<file path="src/rtl/core/bemsd_pkg.sv">
// Shared types, widths, register codes and reset values of the binned error statistics block.
// Depends on nothing; every other file of the block uses it.
`timescale 1ns / 1ps
`default_nettype none
package bemsd_pkg;

   localparam int VAL_W  = 24;
   localparam int STEP_W = 23;
   localparam int CX_W   = 5;
   localparam int CY_W   = 6;
   localparam int COL_W  = 4;
   localparam int ROW_W  = 5;
   localparam int SD_W   = 23;
   localparam int SUM_W  = 48;
   localparam int SQ_W   = 64;
   localparam int CNT_W  = 24;
   localparam int ERR_W  = 25;
   localparam int NUM_W  = 28;
   localparam int DVD_W  = 64;
   localparam int DVS_W  = 24;
   localparam int ROOT_W = 32;
   localparam int CSR_AW = 5;
   localparam int CSR_DW = 32;

   localparam int DEF_MAX_COLS = 16;
   localparam int DEF_MAX_ROWS = 32;

   localparam logic signed [VAL_W-1:0] RST_MIN_X   = 24'sd0;
   localparam logic [STEP_W-1:0]       RST_STEP_X  = 23'd128;
   localparam logic [CX_W-1:0]         RST_COUNT_X = 5'd13;
   localparam logic signed [VAL_W-1:0] RST_MIN_Y   = 24'sd0;
   localparam logic [STEP_W-1:0]       RST_STEP_Y  = 23'd512;
   localparam logic [CY_W-1:0]         RST_COUNT_Y = 6'd26;
   localparam logic signed [VAL_W-1:0] RST_MIN_W2  = 24'sd0;
   localparam logic signed [VAL_W-1:0] RST_MAX_W2  = 24'sd256000;

   localparam logic MODE_ACCUM = 1'b0;
   localparam logic MODE_READ  = 1'b1;

   typedef enum logic [2:0] {
      CSR_MIN_X, CSR_STEP_X, CSR_COUNT_X, CSR_MIN_Y,
      CSR_STEP_Y, CSR_COUNT_Y, CSR_MIN_W2, CSR_MAX_W2
   } csr_idx_type;

   typedef enum logic [3:0] {
      ST_CLEAR, ST_IDLE, ST_CHECK, ST_DIV_Y, ST_DIV_X, ST_READ, ST_UPDATE,
      ST_DIV_MEAN, ST_DIV_SQ, ST_SQUARE, ST_ROOT_CHK, ST_SQRT, ST_DONE
   } state_type;

   typedef struct packed {
      logic signed [SUM_W-1:0] sum;
      logic [SQ_W-1:0]         sq;
      logic [CNT_W-1:0]        cnt;
   } entry_type;

   typedef struct packed {
      logic             start;
      logic [DVD_W-1:0] dividend;
      logic [DVS_W-1:0] divisor;
   } div_req_type;

   typedef struct packed {
      logic             busy;
      logic             done;
      logic [DVD_W-1:0] quotient;
   } div_rsp_type;

   typedef struct packed {
      logic            start;
      logic [SQ_W-1:0] value;
   } sqrt_req_type;

   typedef struct packed {
      logic              done;
      logic [ROOT_W-1:0] root;
   } sqrt_rsp_type;

endpackage
`default_nettype wire

</file>
<file path="src/rtl/core/bemsd_div.sv">
// Shared restoring divider, one quotient bit per cycle.
// Depends on bemsd_pkg for the request and response types.
`timescale 1ns / 1ps
`default_nettype none
module bemsd_div (
   input  wire logic                   clock,
   input  wire logic                   reset,
   input  wire bemsd_pkg::div_req_type req,
   output      bemsd_pkg::div_rsp_type rsp
);
   import bemsd_pkg::*;

   localparam int CW = $clog2(DVD_W);

   logic             busy_ff, done_ff;
   logic [CW-1:0]    cnt_ff;
   logic [DVD_W-1:0] quo_ff;
   logic [DVS_W-1:0] rem_ff, dvs_ff;
   logic [DVS_W:0]   shifted, diff;
   logic             take;

   always_comb begin
      shifted = {rem_ff, quo_ff[DVD_W-1]};
      diff    = shifted - {1'b0, dvs_ff};
      take    = shifted >= {1'b0, dvs_ff};
   end

   always_ff @(posedge clock) begin
      if (reset) begin
         busy_ff <= 1'b0;
         done_ff <= 1'b0;
         cnt_ff  <= '0;
      end else begin
         done_ff <= busy_ff && (cnt_ff == CW'(DVD_W-1));
         if (req.start) begin
            busy_ff <= 1'b1;
            cnt_ff  <= '0;
         end else if (busy_ff) begin
            cnt_ff <= cnt_ff + 1'b1;
            if (cnt_ff == CW'(DVD_W-1)) begin
               busy_ff <= 1'b0;
            end
         end
      end
   end

   always_ff @(posedge clock) begin
      if (req.start) begin
         quo_ff <= req.dividend;
         dvs_ff <= req.divisor;
         rem_ff <= '0;
      end else if (busy_ff) begin
         quo_ff <= {quo_ff[DVD_W-2:0], take};
         rem_ff <= take ? diff[DVS_W-1:0] : shifted[DVS_W-1:0];
      end
   end

   assign rsp.busy     = busy_ff;
   assign rsp.done     = done_ff;
   assign rsp.quotient = quo_ff;

endmodule
`default_nettype wire

</file>
<file path="config.mk">
export PLATFORM = sky130hd
export DESIGN_NAME = bemsd_div
export DESIGN_NICKNAME = d
export VERILOG_FILES = /design/src/rtl/core/bemsd_pkg.sv /design/src/rtl/core/bemsd_div.sv
export SDC_FILE = /design/constraint.sdc
export NUM_CORES = 1
export LEC_CHECK = 0
export ABC_AREA = 1
export BUFFER_PORTS_ARGS = -buffer_cell sky130_fd_sc_hd__buf_2
export CORE_MARGIN = 4
export CORE_UTILIZATION = 46
export CTS_CLUSTER_SIZE = 25
export DETAILED_ROUTE_END_ITERATION = 16
export PLACE_DENSITY = 0.76
export SLEW_MARGIN = 20
export SYNTH_ARGS = -nofsm -noshare
export SYNTH_HDL_FRONTEND = slang
export SYNTH_SLANG_ARGS = --single-unit
</file>
<file path="constraint.sdc">
create_clock -name clock -period 2.4 [get_ports clock]
set_input_delay 0.48 -clock clock [delete_from_list [all_inputs] [get_ports clock]]
set_output_delay 0.48 -clock clock [all_outputs]
set_load 0.005 [all_outputs]
</file>
Yosys cells after proc, flatten, opt, wreduce, memory -nomap -nowiden
Index checks and enable logic that the tools add are counted.
Storage, ports and cells
  output and inout bits: 66
  input port bits: 91
  register bits: 120
Cells by class
  multiplexer cells: 6
  equal/unequal tests: 1
  add/sub/neg operators: 2
  reductions and logical operators: 3
  magnitude comparators: 1
Operators with widths (count)
  64-bit two-way mux: 2
  25-bit by 24-bit >= comparator with 1-bit output: 1
  24-bit two-way mux: 1
  24-bit subtractor: 1
  6-bit by 1-bit adder with 6-bit output, second input constant: 1
  6-bit equality test, second input constant: 1
  1-bit two-way mux: 3
  2-bit nonzero test: 1
  2-bit OR reduction: 1
  1-bit logical AND: 1

Logic depth before layout (Yosys ltp)
  depth after elaboration: 4
  depth in mapped cells: 16
  depth with buffers taken out: 16

Worst setup path after synthesis
Ideal clock, no wire load.
  path type: input-to-reg
  start: input req[88] in the netlist's numbering
  end: register quo_ff[0], enable pin
  setup time: 419 ps
  stages on the path: 2
  data required time: 1981 ps
  data arrival time: 1838 ps
  slack: 144 ps
  cells stage by stage: nor2_1 -> inv_1
Between the ends
  cells in the longest elaborated chain, start to end: 1
Ends and longest elaborated chain
  from (decl): RTL line bemsd_div.sv:8  | input wire bemsd_pkg::div_req_type req,
  2-bit nonzero test (no line)
  to (signal assigned): RTL line bemsd_div.sv:49  | quo_ff <= req.dividend;
  to (signal assigned): RTL line bemsd_div.sv:53  | quo_ff <= {quo_ff[DVD_W-2:0], take};
  to (decl): RTL line bemsd_div.sv:17  | logic [DVD_W-1:0] quo_ff;
No other way between the ends.
A chain may end at the register's enable or synchronous reset.

Final worst setup path
  start: register quo_ff[63]
  end: register rem_ff[16]
Between the ends
  cells in the longest elaborated chain, start to end: 2
  elaborated cells on any way between the ends: 3
Ends and longest elaborated chain
  24-bit subtractor or 25-bit by 24-bit >= comparator with 1-bit output (tied branches): RTL line bemsd_div.sv:24, bemsd_div.sv:25
  24-bit two-way mux (*): RTL line bemsd_div.sv:54  | rem_ff <= take ? diff[DVS_W-1:0] : shifted[DVS_W-1:0];
  to (signal assigned): RTL line bemsd_div.sv:54
  to (decl): RTL line bemsd_div.sv:18  | logic [DVS_W-1:0] rem_ff, dvs_ff;
Every way passes the cells marked *; elsewhere a longest branch is shown, timed or not.

==> out/results.tsv <==
metric	value	unit
drtIter0Drc	450	
hold_viol	0	
postCtsSetupRepairBufs	0	
status	finished clean	
root_buffer	clkbuf_16	
path_delay_family	simple AND/OR/NAND/NOR gates	
path_class	reg -> reg	
yosysTopAreaCell	edfxtp_1	
io_buffers	156	
dr.pass1.iters	5	
worstPathRequired	2.71	ns
cp-start-kind	register	
max_slew_margin	69.4	%
wl_per_cell	14.2	um
grtUsageTotal	22.0	%
path_buf_inv	2	
worstSetupEndpointType	register	
gp_congestion	0.966	
drc	0	
worst_slack	0.237	ns
via_per_inst	5.00	
cp_slowest_cell	fa_1	
yosysSeqAreaShare	47.4	%
cts_hold_buf	0	
yosys_warnings	0	
initial_core_util	47.3	%
place_ws	0.161	ns
grt_overflow_total	0	
tightest_slew	0.459	ns
dp_hpwl	13300	um
core_area	14600	um2
maxCapViolations	0	
synth_area	6920	um2
synth_edf_count	88	
ys_ff_latch	120	
worst-path-max-fanout	3	
cts_sinks	120	
grt_pass1_vias	6273	
grt_antenna_before_repair	0	
n_antenna_cell	0	
grt_max_degree	72	
dr_total_vias	6394	
power.density	687	nW/um2
drive_gt1_share	21.5	%
nets	1200	
synth_nets	1040	
async_flop_share	0	%
slowest_delay	0.41	ns
arrival	2.47	ns
multi_input_area	2980	um2
fin_crit	2.16	ns
rows	44	
synthTopCellsByArea	edfxtp_1, nand2_1, dfxtp_1	
max_clock_freq	462	MHz
crit_chain	inv_1 -> ha_1 -> fa_1 -> inv_1 -> nand3_1 -> nand3_1 -> nand2_1 -> nand3_2 -> nand2_1 -> nand2_1 -> nand2_1 -> nand2_1 -> nand2_1 -> nand3_1 -> nand2_1	
cts_buffers	17	
htree_num_levels	4	
die-area	17100	um2
final.fill_count	1361	
synth_flop_cell	edfxtp_1	
area_growth	24.1	%
grt_pass1_wl	29400	um
die_w	131	um
post-route-period-util	90.1	%
routed_wl	18200	um
cts_tree	yes	
boundaryPins	157	
die-height	131	um
detail-route-antenna-nets	0	
finClkSkew	0.00650	ns
timing.final.max_slew_violations	0	
setup_viol	0	
synth.avg_cell_area	7.50	um2
netlist_top_cells_count	nand2_1, inv_1, edfxtp_1, nand3_1, nor2_1	
ctsLongestPathBuffers	2	
synth.top_cell.area_share	38.2	%
yosysMostFrequentCell	nand2_1	
hp-class	in -> reg	
cts.clk_slew.worst_paths	0.06	ns
synthCells	923	
register_area	3280	um2
crit_top_cell	nand2_1	
setup_tns	0	ns
synth_cell_types	34	
clock_latency	0.41	ns
rsz0062_at_grt	no	
cellLeakagePower	4.56	nW
peakVddDrop	0.000503	V
## path summary, 6_finish.rpt
check                  start          to  slack [ns]  depth (start not counted)
setup / recovery  quo_ff[63]  rem_ff[16]        0.24                         15
hold / removal         reset     done_ff        0.23                          2
setup reg to reg  quo_ff[63]  rem_ff[16]        0.24                         15
hold reg to reg    rem_ff[7]   rem_ff[7]        0.48                          2
## stage by stage
stage	hold WS (ns)	power [mW]	util (%)	std cells	area (um2)
after detailed placement	0.468	3.18	54.3	1248	7950
after CTS	0.217	5.94	58.6	1280	8590
final	0.234	5.90	58.7	1280	8590
after global routing	0.221	6.12	58.7	1280	8590
after global placement	0.461	3.17	54.3	1248	7950
after floorplan	0.448	2.86	-	923	6920
## routing by layer
layer	wire length [um]	global-route usage [%]	vias to the layer above
li1	-	-	3208
met1	7420	26.7	2905
met2	8750	36.6	251
met3	1650	7.40	30
met4	378	7.74	0
met5	0	0	-
## power by group
| group | switching, mW | internal (mW) |
|---|---|---|
| Combinational | 0.378 | 0.261 |
| Clock | 1.01 | 1.76 |
| Sequential | 0.0822 | 2.41 |
## final cells by class
type	count	area share, %
sequential	120	38.2
tap	184	2.68
inverter	140	6.12
multi-input combinational	635	34.7
clock buffer	17	4.95
timing repair buffer	169	10.8
clock inverter	15	2.50
## sequential cells by signal (all words and copies together), names as in the netlist
name,cells
quo_ff,64
dvs_ff,24
rem_ff,24
cnt_ff,6
busy_ff,1
done_ff,1
## layout by cell type, fill, tap and decap left out, drive strengths merged, types with 8 or more instances in the layout
| cell type | n |
|---|---|
| ha | 25 |
| nor3 | 8 |
| clkbuf | 17 |
| nand4 | 30 |
| edfxtp | 88 |
| a21oi | 13 |
| nand2 | 450 |
| xnor2 | 8 |
| inv | 143 |
| buf | 169 |
| nor2 | 39 |
| dfxtp | 32 |
| nand3 | 47 |
## cells by family (layout without fill, tap and decap cells)
logic type	Yosys count	count (layout)	share of synthesized area [%]
compound gates	16	16	1.41
xor+xnor	9	9	1.14
fa+ha+maj	26	26	4.81
buf+inv	168	341	9.60
flops	120	120	47.4
simple gates	584	584	35.6
## timing repair
item                                    CTS  global route
resized for setup                         0             1
endpoints found under the setup margin    0             1
hold endpoints to repair                  0             0
Note: power is estimated with default switching activity, not from simulation.
