`config.mk`:
```
export PLATFORM = sky130hd
export DESIGN_NAME = bemsd_sqrt
export DESIGN_NICKNAME = d
export VERILOG_FILES = /design/src/rtl/core/bemsd_pkg.sv /design/src/rtl/core/bemsd_sqrt.sv
export SDC_FILE = /design/constraint.sdc
export NUM_CORES = 1
export LEC_CHECK = 0
export BUFFER_PORTS_ARGS = -buffer_cell sky130_fd_sc_hd__buf_2
export CORE_MARGIN = 8
export CORE_UTILIZATION = 35
export DETAILED_ROUTE_END_ITERATION = 7
export GPL_TIMING_DRIVEN = 1
export SLEW_MARGIN = 20
export SYNTH_ARGS = -nofsm -noshare
export SYNTH_HDL_FRONTEND = slang
export SYNTH_SLANG_ARGS = --single-unit
```
`constraint.sdc`:
```
create_clock -name clock -period 3.5 [get_ports clock]
set_input_delay 1.05 -clock clock [delete_from_list [all_inputs] [get_ports clock]]
set_output_delay 1.05 -clock clock [all_outputs]
set_load 0.05 [all_outputs]
```
`src/rtl/core/bemsd_pkg.sv`:
```
// Shared types, widths, register codes and reset values of the binned error statistics block.
// Depends on nothing; every other file of the block uses it.
`timescale 1ns / 1ps
`default_nettype none
package bemsd_pkg;

   localparam int VAL_W  = 24;
   localparam int STEP_W = 23;
   localparam int CX_W   = 5;
   localparam int CY_W   = 6;
   localparam int COL_W  = 4;
   localparam int ROW_W  = 5;
   localparam int SD_W   = 23;
   localparam int SUM_W  = 48;
   localparam int SQ_W   = 64;
   localparam int CNT_W  = 24;
   localparam int ERR_W  = 25;
   localparam int NUM_W  = 28;
   localparam int DVD_W  = 64;
   localparam int DVS_W  = 24;
   localparam int ROOT_W = 32;
   localparam int CSR_AW = 5;
   localparam int CSR_DW = 32;

   localparam int DEF_MAX_COLS = 16;
   localparam int DEF_MAX_ROWS = 32;

   localparam logic signed [VAL_W-1:0] RST_MIN_X   = 24'sd0;
   localparam logic [STEP_W-1:0]       RST_STEP_X  = 23'd128;
   localparam logic [CX_W-1:0]         RST_COUNT_X = 5'd13;
   localparam logic signed [VAL_W-1:0] RST_MIN_Y   = 24'sd0;
   localparam logic [STEP_W-1:0]       RST_STEP_Y  = 23'd512;
   localparam logic [CY_W-1:0]         RST_COUNT_Y = 6'd26;
   localparam logic signed [VAL_W-1:0] RST_MIN_W2  = 24'sd0;
   localparam logic signed [VAL_W-1:0] RST_MAX_W2  = 24'sd256000;

   localparam logic MODE_ACCUM = 1'b0;
   localparam logic MODE_READ  = 1'b1;

   typedef enum logic [2:0] {
      CSR_MIN_X, CSR_STEP_X, CSR_COUNT_X, CSR_MIN_Y,
      CSR_STEP_Y, CSR_COUNT_Y, CSR_MIN_W2, CSR_MAX_W2
   } csr_idx_type;

   typedef enum logic [3:0] {
      ST_CLEAR, ST_IDLE, ST_CHECK, ST_DIV_Y, ST_DIV_X, ST_READ, ST_UPDATE,
      ST_DIV_MEAN, ST_DIV_SQ, ST_SQUARE, ST_ROOT_CHK, ST_SQRT, ST_DONE
   } state_type;

   typedef struct packed {
      logic signed [SUM_W-1:0] sum;
      logic [SQ_W-1:0]         sq;
      logic [CNT_W-1:0]        cnt;
   } entry_type;

   typedef struct packed {
      logic             start;
      logic [DVD_W-1:0] dividend;
      logic [DVS_W-1:0] divisor;
   } div_req_type;

   typedef struct packed {
      logic             busy;
      logic             done;
      logic [DVD_W-1:0] quotient;
   } div_rsp_type;

   typedef struct packed {
      logic            start;
      logic [SQ_W-1:0] value;
   } sqrt_req_type;

   typedef struct packed {
      logic              done;
      logic [ROOT_W-1:0] root;
   } sqrt_rsp_type;

endpackage
`default_nettype wire

```
`src/rtl/core/bemsd_sqrt.sv`:
```
// Digit-by-digit integer square root, one root bit per cycle, floor result.
// Depends on bemsd_pkg for the request and response types.
`timescale 1ns / 1ps
`default_nettype none
module bemsd_sqrt (
   input  wire logic                    clock,
   input  wire logic                    reset,
   input  wire bemsd_pkg::sqrt_req_type req,
   output      bemsd_pkg::sqrt_rsp_type rsp
);
   import bemsd_pkg::*;

   localparam int CW    = $clog2(ROOT_W);
   localparam int REM_W = ROOT_W + 2;

   logic              busy_ff, done_ff;
   logic [CW-1:0]     cnt_ff;
   logic [SQ_W-1:0]   val_ff;
   logic [REM_W-1:0]  rem_ff;
   logic [ROOT_W-1:0] root_ff;
   logic [REM_W+1:0]  shifted, trial;
   logic              take;

   always_comb begin
      shifted = {rem_ff, val_ff[SQ_W-1:SQ_W-2]};
      trial   = {2'b00, root_ff, 2'b01};
      take    = shifted >= trial;
   end

   always_ff @(posedge clock) begin
      if (reset) begin
         busy_ff <= 1'b0;
         done_ff <= 1'b0;
         cnt_ff  <= '0;
      end else begin
         done_ff <= busy_ff && (cnt_ff == CW'(ROOT_W-1));
         if (req.start) begin
            busy_ff <= 1'b1;
            cnt_ff  <= '0;
         end else if (busy_ff) begin
            cnt_ff <= cnt_ff + 1'b1;
            if (cnt_ff == CW'(ROOT_W-1)) begin
               busy_ff <= 1'b0;
            end
         end
      end
   end

   always_ff @(posedge clock) begin
      if (req.start) begin
         val_ff  <= req.value;
         rem_ff  <= '0;
         root_ff <= '0;
      end else if (busy_ff) begin
         val_ff  <= {val_ff[SQ_W-3:0], 2'b00};
         rem_ff  <= take ? REM_W'(shifted - trial) : REM_W'(shifted);
         root_ff <= {root_ff[ROOT_W-2:0], take};
      end
   end

   assign rsp.done = done_ff;
   assign rsp.root = root_ff;

endmodule
`default_nettype wire

```
Word level (Yosys, flattened, before mapping)
Cells that the tools add are included.
{"block": "word_totals", "out_inout_bits": 33, "reg_bits": 137, "word_cells": 19}
{"block": "classes", "add_sub_neg": 2, "muxes": 6, "magnitude_cmp": 1, "reduce_logical": 3, "eq_ne": 1}
{"operator": "$mux 64", "n": 2}
{"operator": "$ge 36x34->1", "n": 1}
{"operator": "$mux 34", "n": 1}
{"operator": "$sub 34x34->34", "n": 1}
{"operator": "$add 5x1->5 const B", "n": 1}
{"operator": "$eq 5x5->1 const B", "n": 1}
{"operator": "$mux 1", "n": 3}
{"operator": "$reduce_bool 2->1", "n": 1}
{"operator": "$reduce_or 2->1", "n": 1}
{"operator": "$logic_and 1x1->1", "n": 1}

Longest topological paths before layout
Gate-level depths: netlist of run 1.
{"block": "depth", "word_depth": 4, "mapped_depth": 13, "ltp_nobuf": 11}

Worst setup path after synthesis of run 1
No wires, ideal clock.
{"block": "synth_timing", "kind": "input port to flip-flop", "startpoint": "input port req[64] (netlist name)", "endpoint": "register val_ff[0] (enable)", "arrival_ps": 2811, "cell_stages": 3, "setup_slack_ps": 265, "path_cell_list": "clkbuf_1 > inv_1 > nand2_1"}
{"block": "synth_between", "elab_chain_cells": 1}
{"element": "start: declaration", "line": "bemsd_sqrt.sv:8", "rtl": "input wire bemsd_pkg::sqrt_req_type req,"}
{"element": "$reduce_bool 2->1 (no source line)"}
{"element": "end signal: assignment", "line": "bemsd_sqrt.sv:51", "rtl": "val_ff <= req.value;"}
{"element": "end signal: assignment", "line": "bemsd_sqrt.sv:55", "rtl": "val_ff <= {val_ff[SQ_W-3:0], 2'b00};"}
{"element": "end: declaration", "line": "bemsd_sqrt.sv:18", "rtl": "logic [SQ_W-1:0] val_ff;"}
Every way passes these cells.
A chain may end at the register's enable or synchronous reset.

Worst setup path after layout of run 1
{"block": "layout_timing", "startpoint": "register root_ff[2]", "endpoint": "register rem_ff[33]"}
{"block": "layout_between", "elab_chain_cells": 2, "elab_cells_between_ends": 3, "classes_between": "add/sub: 1; order compare: 1; mux: 1"}
{"element": "start: declaration", "line": "bemsd_sqrt.sv:20", "rtl": "logic [ROOT_W-1:0] root_ff;"}
{"element": "start signal: assignment", "line": "bemsd_sqrt.sv:57", "rtl": "root_ff <= {root_ff[ROOT_W-2:0], take};"}
{"element": "$sub 34x34->34 / $ge 36x34->1 (equally long branches)", "line": "bemsd_sqrt.sv:56, bemsd_sqrt.sv:27"}
{"element": "$mux 34 *", "line": "bemsd_sqrt.sv:56", "rtl": "rem_ff <= take ? REM_W'(shifted - trial) : REM_W'(shifted);"}
{"element": "end signal: assignment", "line": "bemsd_sqrt.sv:56"}
{"element": "end: declaration", "line": "bemsd_sqrt.sv:19", "rtl": "logic [REM_W-1:0] rem_ff;"}
Every way passes the cells marked *; elsewhere a longest branch is shown, timed or not.

==> metrics.cfg, run 1 <==
[job]
drv_cap=0

[setup_path]
required_ns=3.82
cp_data_arrival_time_ns=3.44
worstPathMaxFanout=6
crit_top_cell=a211oi_1
path_class=reg2reg
critical-path-max-stage-delay_ns=0.46
crit_path_end_kind=flop
crit_slowest_cell=o41ai_2
worst_setup_path_start_kind=flop
crit_path_cell_trace=inv_1 -> ha_1 -> a211oi_1 -> nor4_1 -> a211oi_1 -> o211ai_1 -> o2111a_1 -> o41ai_2 -> o21ai_1 -> mux2i_1 -> o311a_1

[global_routing]
grt_pass1_vias=5640
grt_pass1_wl_um=28200
track_usage=0.130
overflow=0
grt_max_degree=103
antenna_found_initial=3

[timing]
period_share=0.892
tns_ns=0
skew_ns=0.0129
hold-worst-slack_ns=0.498
slew_viol_final=0
fin_crit_ns=3.12
hold_viol_final=0
setup_viol=0
rsz0062_at_grt=false
max_freq_mhz=320
slew_headroom=0.562
tightest_slew_ns=0.657

[logic_synthesis]
synth_cell_type_count=55
ys_seq_area_frac=0.449
ys_warn_count=0
syn_nets=835
synth_edf_count=64
ys_seq_elements=137
synth_ff_type=dfxtp_1
syn_avg_cell_area_sq_um=10.3
synthArstFlopShare=0
synthCells=732
syn_area_sq_mm=0.00753

[die]
fp.dieW_um=163
rows=53
start_util=0.357
design.die.area_sq_mm=0.0265
dieHeight_um=163
ioPinCount=100
coreArea_sq_mm=0.0211

[place]
io_buffers=99
dp.final_hpwl_um=11800
gp_congestion=0.838

[clocking]
cts-resized-gates=0
clkTransAtPathRegs_ns=0.07
cts_max_level=4
clockBufferDepth=2
insertion_delay_ns=0.43
clockRootBuffer=clkbuf_16
hold_buffers=0
cts_setup_buffers=0
cts_num_sinks=137
numCtsBuffers=17
cts_tree=done

[route]
drt_first_iter_violations=315
drc=0
first_pass_iters=4
vias=5542
via_per_inst=5.03
drt.antenna.violating_nets=0
wl_per_cell_um=15.2
wirelength_um=16800

[final_layout]
area.growth.synth_to_final_pct=17.9
nets=916
drive_gt1_frac=0.254

[pwr]
vdd_drop_max_mv=0.345
power.leakage_nw=3.62
power.density_mw_per_mm2=637

[outcome]
status=finished, final reports clean

[worst_hold_path]
hold_class=reg2reg

==> power by group <==
part           internal, mW  total (mW)  switching [mW]
clock                 0.977        1.84           0.867
sequential             1.85        1.94          0.0936
combinational         0.864        1.87            1.01
total                  3.69        5.66            1.97
==> placed cells by master, fill, tap and decap left out, types with 29 or more instances in the layout <==
| cell type | instances |
|---|---|
| dfxtp_1 | 72 |
| a21oi_1 | 31 |
| edfxtp_1 | 64 |
| inv_1 | 48 |
| nor2_1 | 87 |
| buf_2 | 98 |
| ha_1 | 36 |
| a211oi_1 | 29 |
| mux2_2 | 62 |
| mux2i_1 | 59 |
==> routing by layer <==
metal,part of all wire,global-route usage,up-vias
met2,0.45,0.204,110
met4,0.015,0.0417,6
met1,0.47,0.165,2585
met5,0.0020,0,-
met3,0.063,0.0478,26
li1,-,-,2815
==> worst paths after layout <==
path | from | end | slack [ns] | depth (start not counted)
setup / recovery | root_ff[2] | rem_ff[33] | 0.38 | 11
hold / removal | rem_ff[4] | rem_ff[6] | 0.50 | 2
setup reg to reg | root_ff[2] | rem_ff[33] | 0.38 | 11
hold reg to reg | rem_ff[4] | rem_ff[6] | 0.50 | 2
==> worst max-delay path: cells and delay by family, from the launching register on <==
| family | cells | cell delay, ns |
|---|---|---|
| DFF | 1 | 0.37 |
| and+or+nand+nor | 1 | 0.10 |
| AOI/OAI and AO/OA | 7 | 2.00 |
| muxes | 1 | 0.14 |
| adders and majority gates | 1 | 0.36 |
| buffers and inverters | 1 | 0.06 |
==> synthesized netlist by cell type, drive strengths merged, types with 3 or more instances <==
cell,n,area [sq um]
o21ai,28,144
o21bai,3,22.5
clkbuf,31,116
nor4,3,18.8
and2,5,31.3
o21a,5,37.5
dfxtp,73,1460
mux2,62,698
a21oi,34,189
xnor2,17,149
nor3,11,55.1
a311oi,4,35.0
o31a,5,43.8
nor2,87,327
buf,13,85.1
ha,36,450
and3,5,31.3
or3,3,18.8
a211o,4,35.0
nand2,26,97.6
o31ai,3,22.5
a211oi,29,218
nand4,9,56.3
nand3,10,50.1
mux2i,59,591
edfxtp,64,1920
nor2b,4,25.0
a21o,5,37.5
nand2b,5,31.3
a31oi,6,37.5
inv,48,180
xor2,13,114
o22ai,3,18.8
==> area by class of cell <==
class                           instances  area (sq um)
Tap cell                              275           344
Fill cell                            2089         12200
Clock buffer                           17           425
Timing Repair Buffer                  106           588
Antenna cell                            1          2.50
Clock inverter                         15           184
Inverter                               48           180
Multi-Input combinational cell        503          3770
Sequential cell                       137          3390
==> registers in the layout (all words and copies together), names as in the netlist <==
register and flops:
val_ff 64, cnt_ff 5, rem_ff 34, busy_ff 1
done_ff 1, root_ff 32
==> stage by stage <==
step	cell area [sq um]	setup slack (ns)	cells	util	power, mW
floorplan	7530	0.265	732	-	3.48
global route	8880	0.105	1101	0.421	6.00
global placement	8270	0.416	1069	0.392	3.85
CTS	8880	0.362	1101	0.421	5.71
detailed placement	8270	0.367	1069	0.392	3.85
finish	8880	0.379	1102	0.421	5.66
==> logic make-up (layout without fill, tap and decap cells) <==
logic type | Yosys count | after routing | synth area share
AND/OR/NAND/NOR | 172 | 172 | 0.102
XOR/XNOR | 30 | 30 | 0.0349
AO/OA/AOI/OAI | 144 | 144 | 0.132
adder cells (fa/ha/maj) | 36 | 36 | 0.0598
buffers and inverters | 92 | 186 | 0.0507
other | 0 | 1 | 0
flip-flops | 137 | 137 | 0.449
multiplexers | 121 | 121 | 0.171
Power figures use the tool's default switching activity.
==> run 2, diff against run 1 <==
--- a/config.mk
+++ b/config.mk
@@ -6,10 +6,12 @@
 export NUM_CORES = 1
 export LEC_CHECK = 0
 export BUFFER_PORTS_ARGS = -buffer_cell sky130_fd_sc_hd__buf_2
+export CAP_MARGIN = 10
 export CORE_MARGIN = 8
-export CORE_UTILIZATION = 35
+export CORE_UTILIZATION = 55
 export DETAILED_ROUTE_END_ITERATION = 7
 export GPL_TIMING_DRIVEN = 1
+export PLACE_DENSITY = 0.77
 export SLEW_MARGIN = 20
 export SYNTH_ARGS = -nofsm -noshare
 export SYNTH_HDL_FRONTEND = slang
==> run 2 against run 1 <==
Compared with the run above: sequential power hardly changed; count of clock-buffer cells in the layout grew 1; cell area decreased by 1.0%; maximum frequency shrank 4.3%; first-iteration DRC count increased by 30%; power rose by 1.6%; highest routed layer is now met4; flip-flop and latch count stayed put; largest power group unchanged; register-to-register slack got worse by 0.14 ns; non-clock buffer count increased by 6; global-route usage rose by 5.9 points.
==> metrics.cfg, run 2 (synthesis gave the netlist of run 1 again) <==
[outcome]
status=finished, final reports clean

[die]
start_util=0.566
dieHeight_um=133
rows=42
design.die.area_sq_mm=0.0177
ioPinCount=100
coreArea_sq_mm=0.0133
fp.dieW_um=133

[route]
wirelength_um=16400
vias=5768
wl_per_cell_um=16.3
drt.antenna.violating_nets=0
via_per_inst=5.72
first_pass_iters=5
drt_first_iter_violations=411
drc=0

[final_layout]
layout_common_cells=98 x buf_2, 87 x nor2_1, 72 x dfxtp_1, 64 x edfxtp_1, 62 x mux2_2
n_antenna_cell=0
regMostFlops=val_ff
stdcell_count=1008
layout_commonest_cell=buf_2
largest_reg_flops=64
area.growth.synth_to_final_pct=16.7
drive_gt1_frac=0.257
fin_util=0.661
nets=922
top_regs=val_ff: 64 flops, rem_ff: 34 flops, root_ff: 32 flops

[clocking]
insertion_delay_ns=0.43
cts_num_sinks=137
hold_buffers=0
cts_max_level=4
clockRootBuffer=clkbuf_16
numCtsBuffers=17
clkTransAtPathRegs_ns=0.06
cts_tree=done
clockBufferDepth=2

[timing]
tightest_slew_ns=0.664
slew_headroom=0.557
period_share=0.932
fin_crit_ns=3.26
max_freq_mhz=307
rsz0062_at_grt=false
skew_ns=0.0126
setup_viol=0
hold_viol_final=0
tns_ns=0
slew_viol_final=0

[setup_path]
path_buf_inv=2
crit_path_cell_trace=inv_1 -> ha_1 -> nor2b_1 -> o31a_1 -> o31a_1 -> a21oi_2 -> o21ai_2 -> a31o_4 -> a21oi_4 -> buf_4 -> mux2i_1 -> a211oi_1
reg2reg_from=root_ff[0]
crit_path_end_kind=flop
path_class=reg2reg
cp_data_arrival_time_ns=3.53
rr_worst_depth=12
worst_setup_path_start_kind=flop
worstPathMaxFanout=16
crit_slowest_cell=dfxtp_1
crit_top_cell=o31a_1
r2r_end=rem_ff[23]
critical-path-max-stage-delay_ns=0.39
ff2ff_setup_slack_ns=0.24
required_ns=3.77
critPathTopFamily=compound AO/OA/AOI/OAI gates
cp-startpoint=root_ff[0]

[pwr]
sw_frac_of_total=0.324
power.leakage_nw=3.64
p_comb_frac=0.338
vdd_drop_max_mv=0.400
p_int_mw=3.88
clock_power_share=0.323
power.density_mw_per_mm2=654
p_sw_mw=1.86
seq_power_share=0.339

[global_routing]
grt_pass1_wl_um=27700
grt_pass1_vias=5859
track_usage=0.190
grt.busiest_layer=met2
use_met1=0.210
use_met3=0.0647
overflow=0
antenna_found_initial=0
grt_max_degree=122
grt_use_met2=0.319

[place]
io_buffers=99
dp.final_hpwl_um=11500
gp_congestion=0.914
placed_cells=972

[worst_hold_path]
hold_class=reg2reg
hold_path.startpoint=rem_ff[10]
hold_depth=2
hold_path_end=rem_ff[10]

[job]
drv_cap=0

==> run 2: cell count changes in the layout (fill, tap and decap cells not counted), sizes merged <==
cell      delta
buf          +6
bufinv       +3
clkbuf       +1
clkinv       -2
clkinvlp     +1
diode        -1
inv          -3
==> run 2: worst max-delay path by stage <==
stage	slack, ns	end	cells after the start
2_1_floorplan	0.27	val_ff[0]	3
3_3_place_gp	0.32	rem_ff[33]	11
3_5_place_dp	0.21	rem_ff[23]	12
4_1_cts	0.17	rem_ff[23]	12
5_1_grt	0.05	rem_ff[23]	12
6_report	0.24	rem_ff[23]	12
==> run 2: tightest hold or removal path, stage by stage (launching register included) <==
cell	delay, ns
dfxtp_1	0.32
nor2_1	0.08
a211oi_1	0.05
==> run 2: area by class of cell <==
| cell class | count | area [sq um] |
|---|---|---|
| Multi-Input combinational cell | 503 | 3780 |
| Inverter | 48 | 180 |
| Sequential cell | 137 | 3390 |
| Fill cell | 1017 | 4510 |
| Timing Repair Buffer | 112 | 608 |
| Clock inverter | 14 | 183 |
| Clock buffer | 18 | 429 |
| Tap cell | 176 | 220 |
==> run 2: power by group through the flow <==
| stage | sequential [mW] | combinational (mW) | clock (mW) |
|---|---|---|---|
| 3_5_place_dp | 1.98 | 1.85 | 0 |
| 2_1_floorplan | 1.95 | 1.53 | 0 |
| 3_3_place_gp | 1.97 | 1.80 | 0 |
| 5_1_grt | 1.97 | 2.15 | 1.95 |
| 6_report | 1.95 | 1.94 | 1.86 |
| 4_1_cts | 1.95 | 1.87 | 1.89 |
==> run 2: layer usage <==
| metal | routed length [um] | part of all wire |
|---|---|---|
| met5 | 0 | 0 |
| met4 | 425 | 0.026 |
| met3 | 1050 | 0.064 |
| met2 | 8140 | 0.50 |
| met1 | 6800 | 0.41 |
==> run 2: stage by stage <==
step	hold WS [ns]	instance area (sq um)	total power, mW	setup slack, ns
detailed placement	0.502	8130	3.83	0.209
floorplan	0.471	7530	3.48	0.265
CTS	0.510	8740	5.71	0.173
finish	0.505	8790	5.75	0.240
global placement	0.489	8130	3.77	0.324
global route	0.527	8790	6.07	0.0494
==> run 2: repair_timing <==
action	in CTS	in global routing
endpoints found under the setup margin	0	6
endpoints found under the hold margin	0	0
setup buffers	0	4
resized for setup	0	1
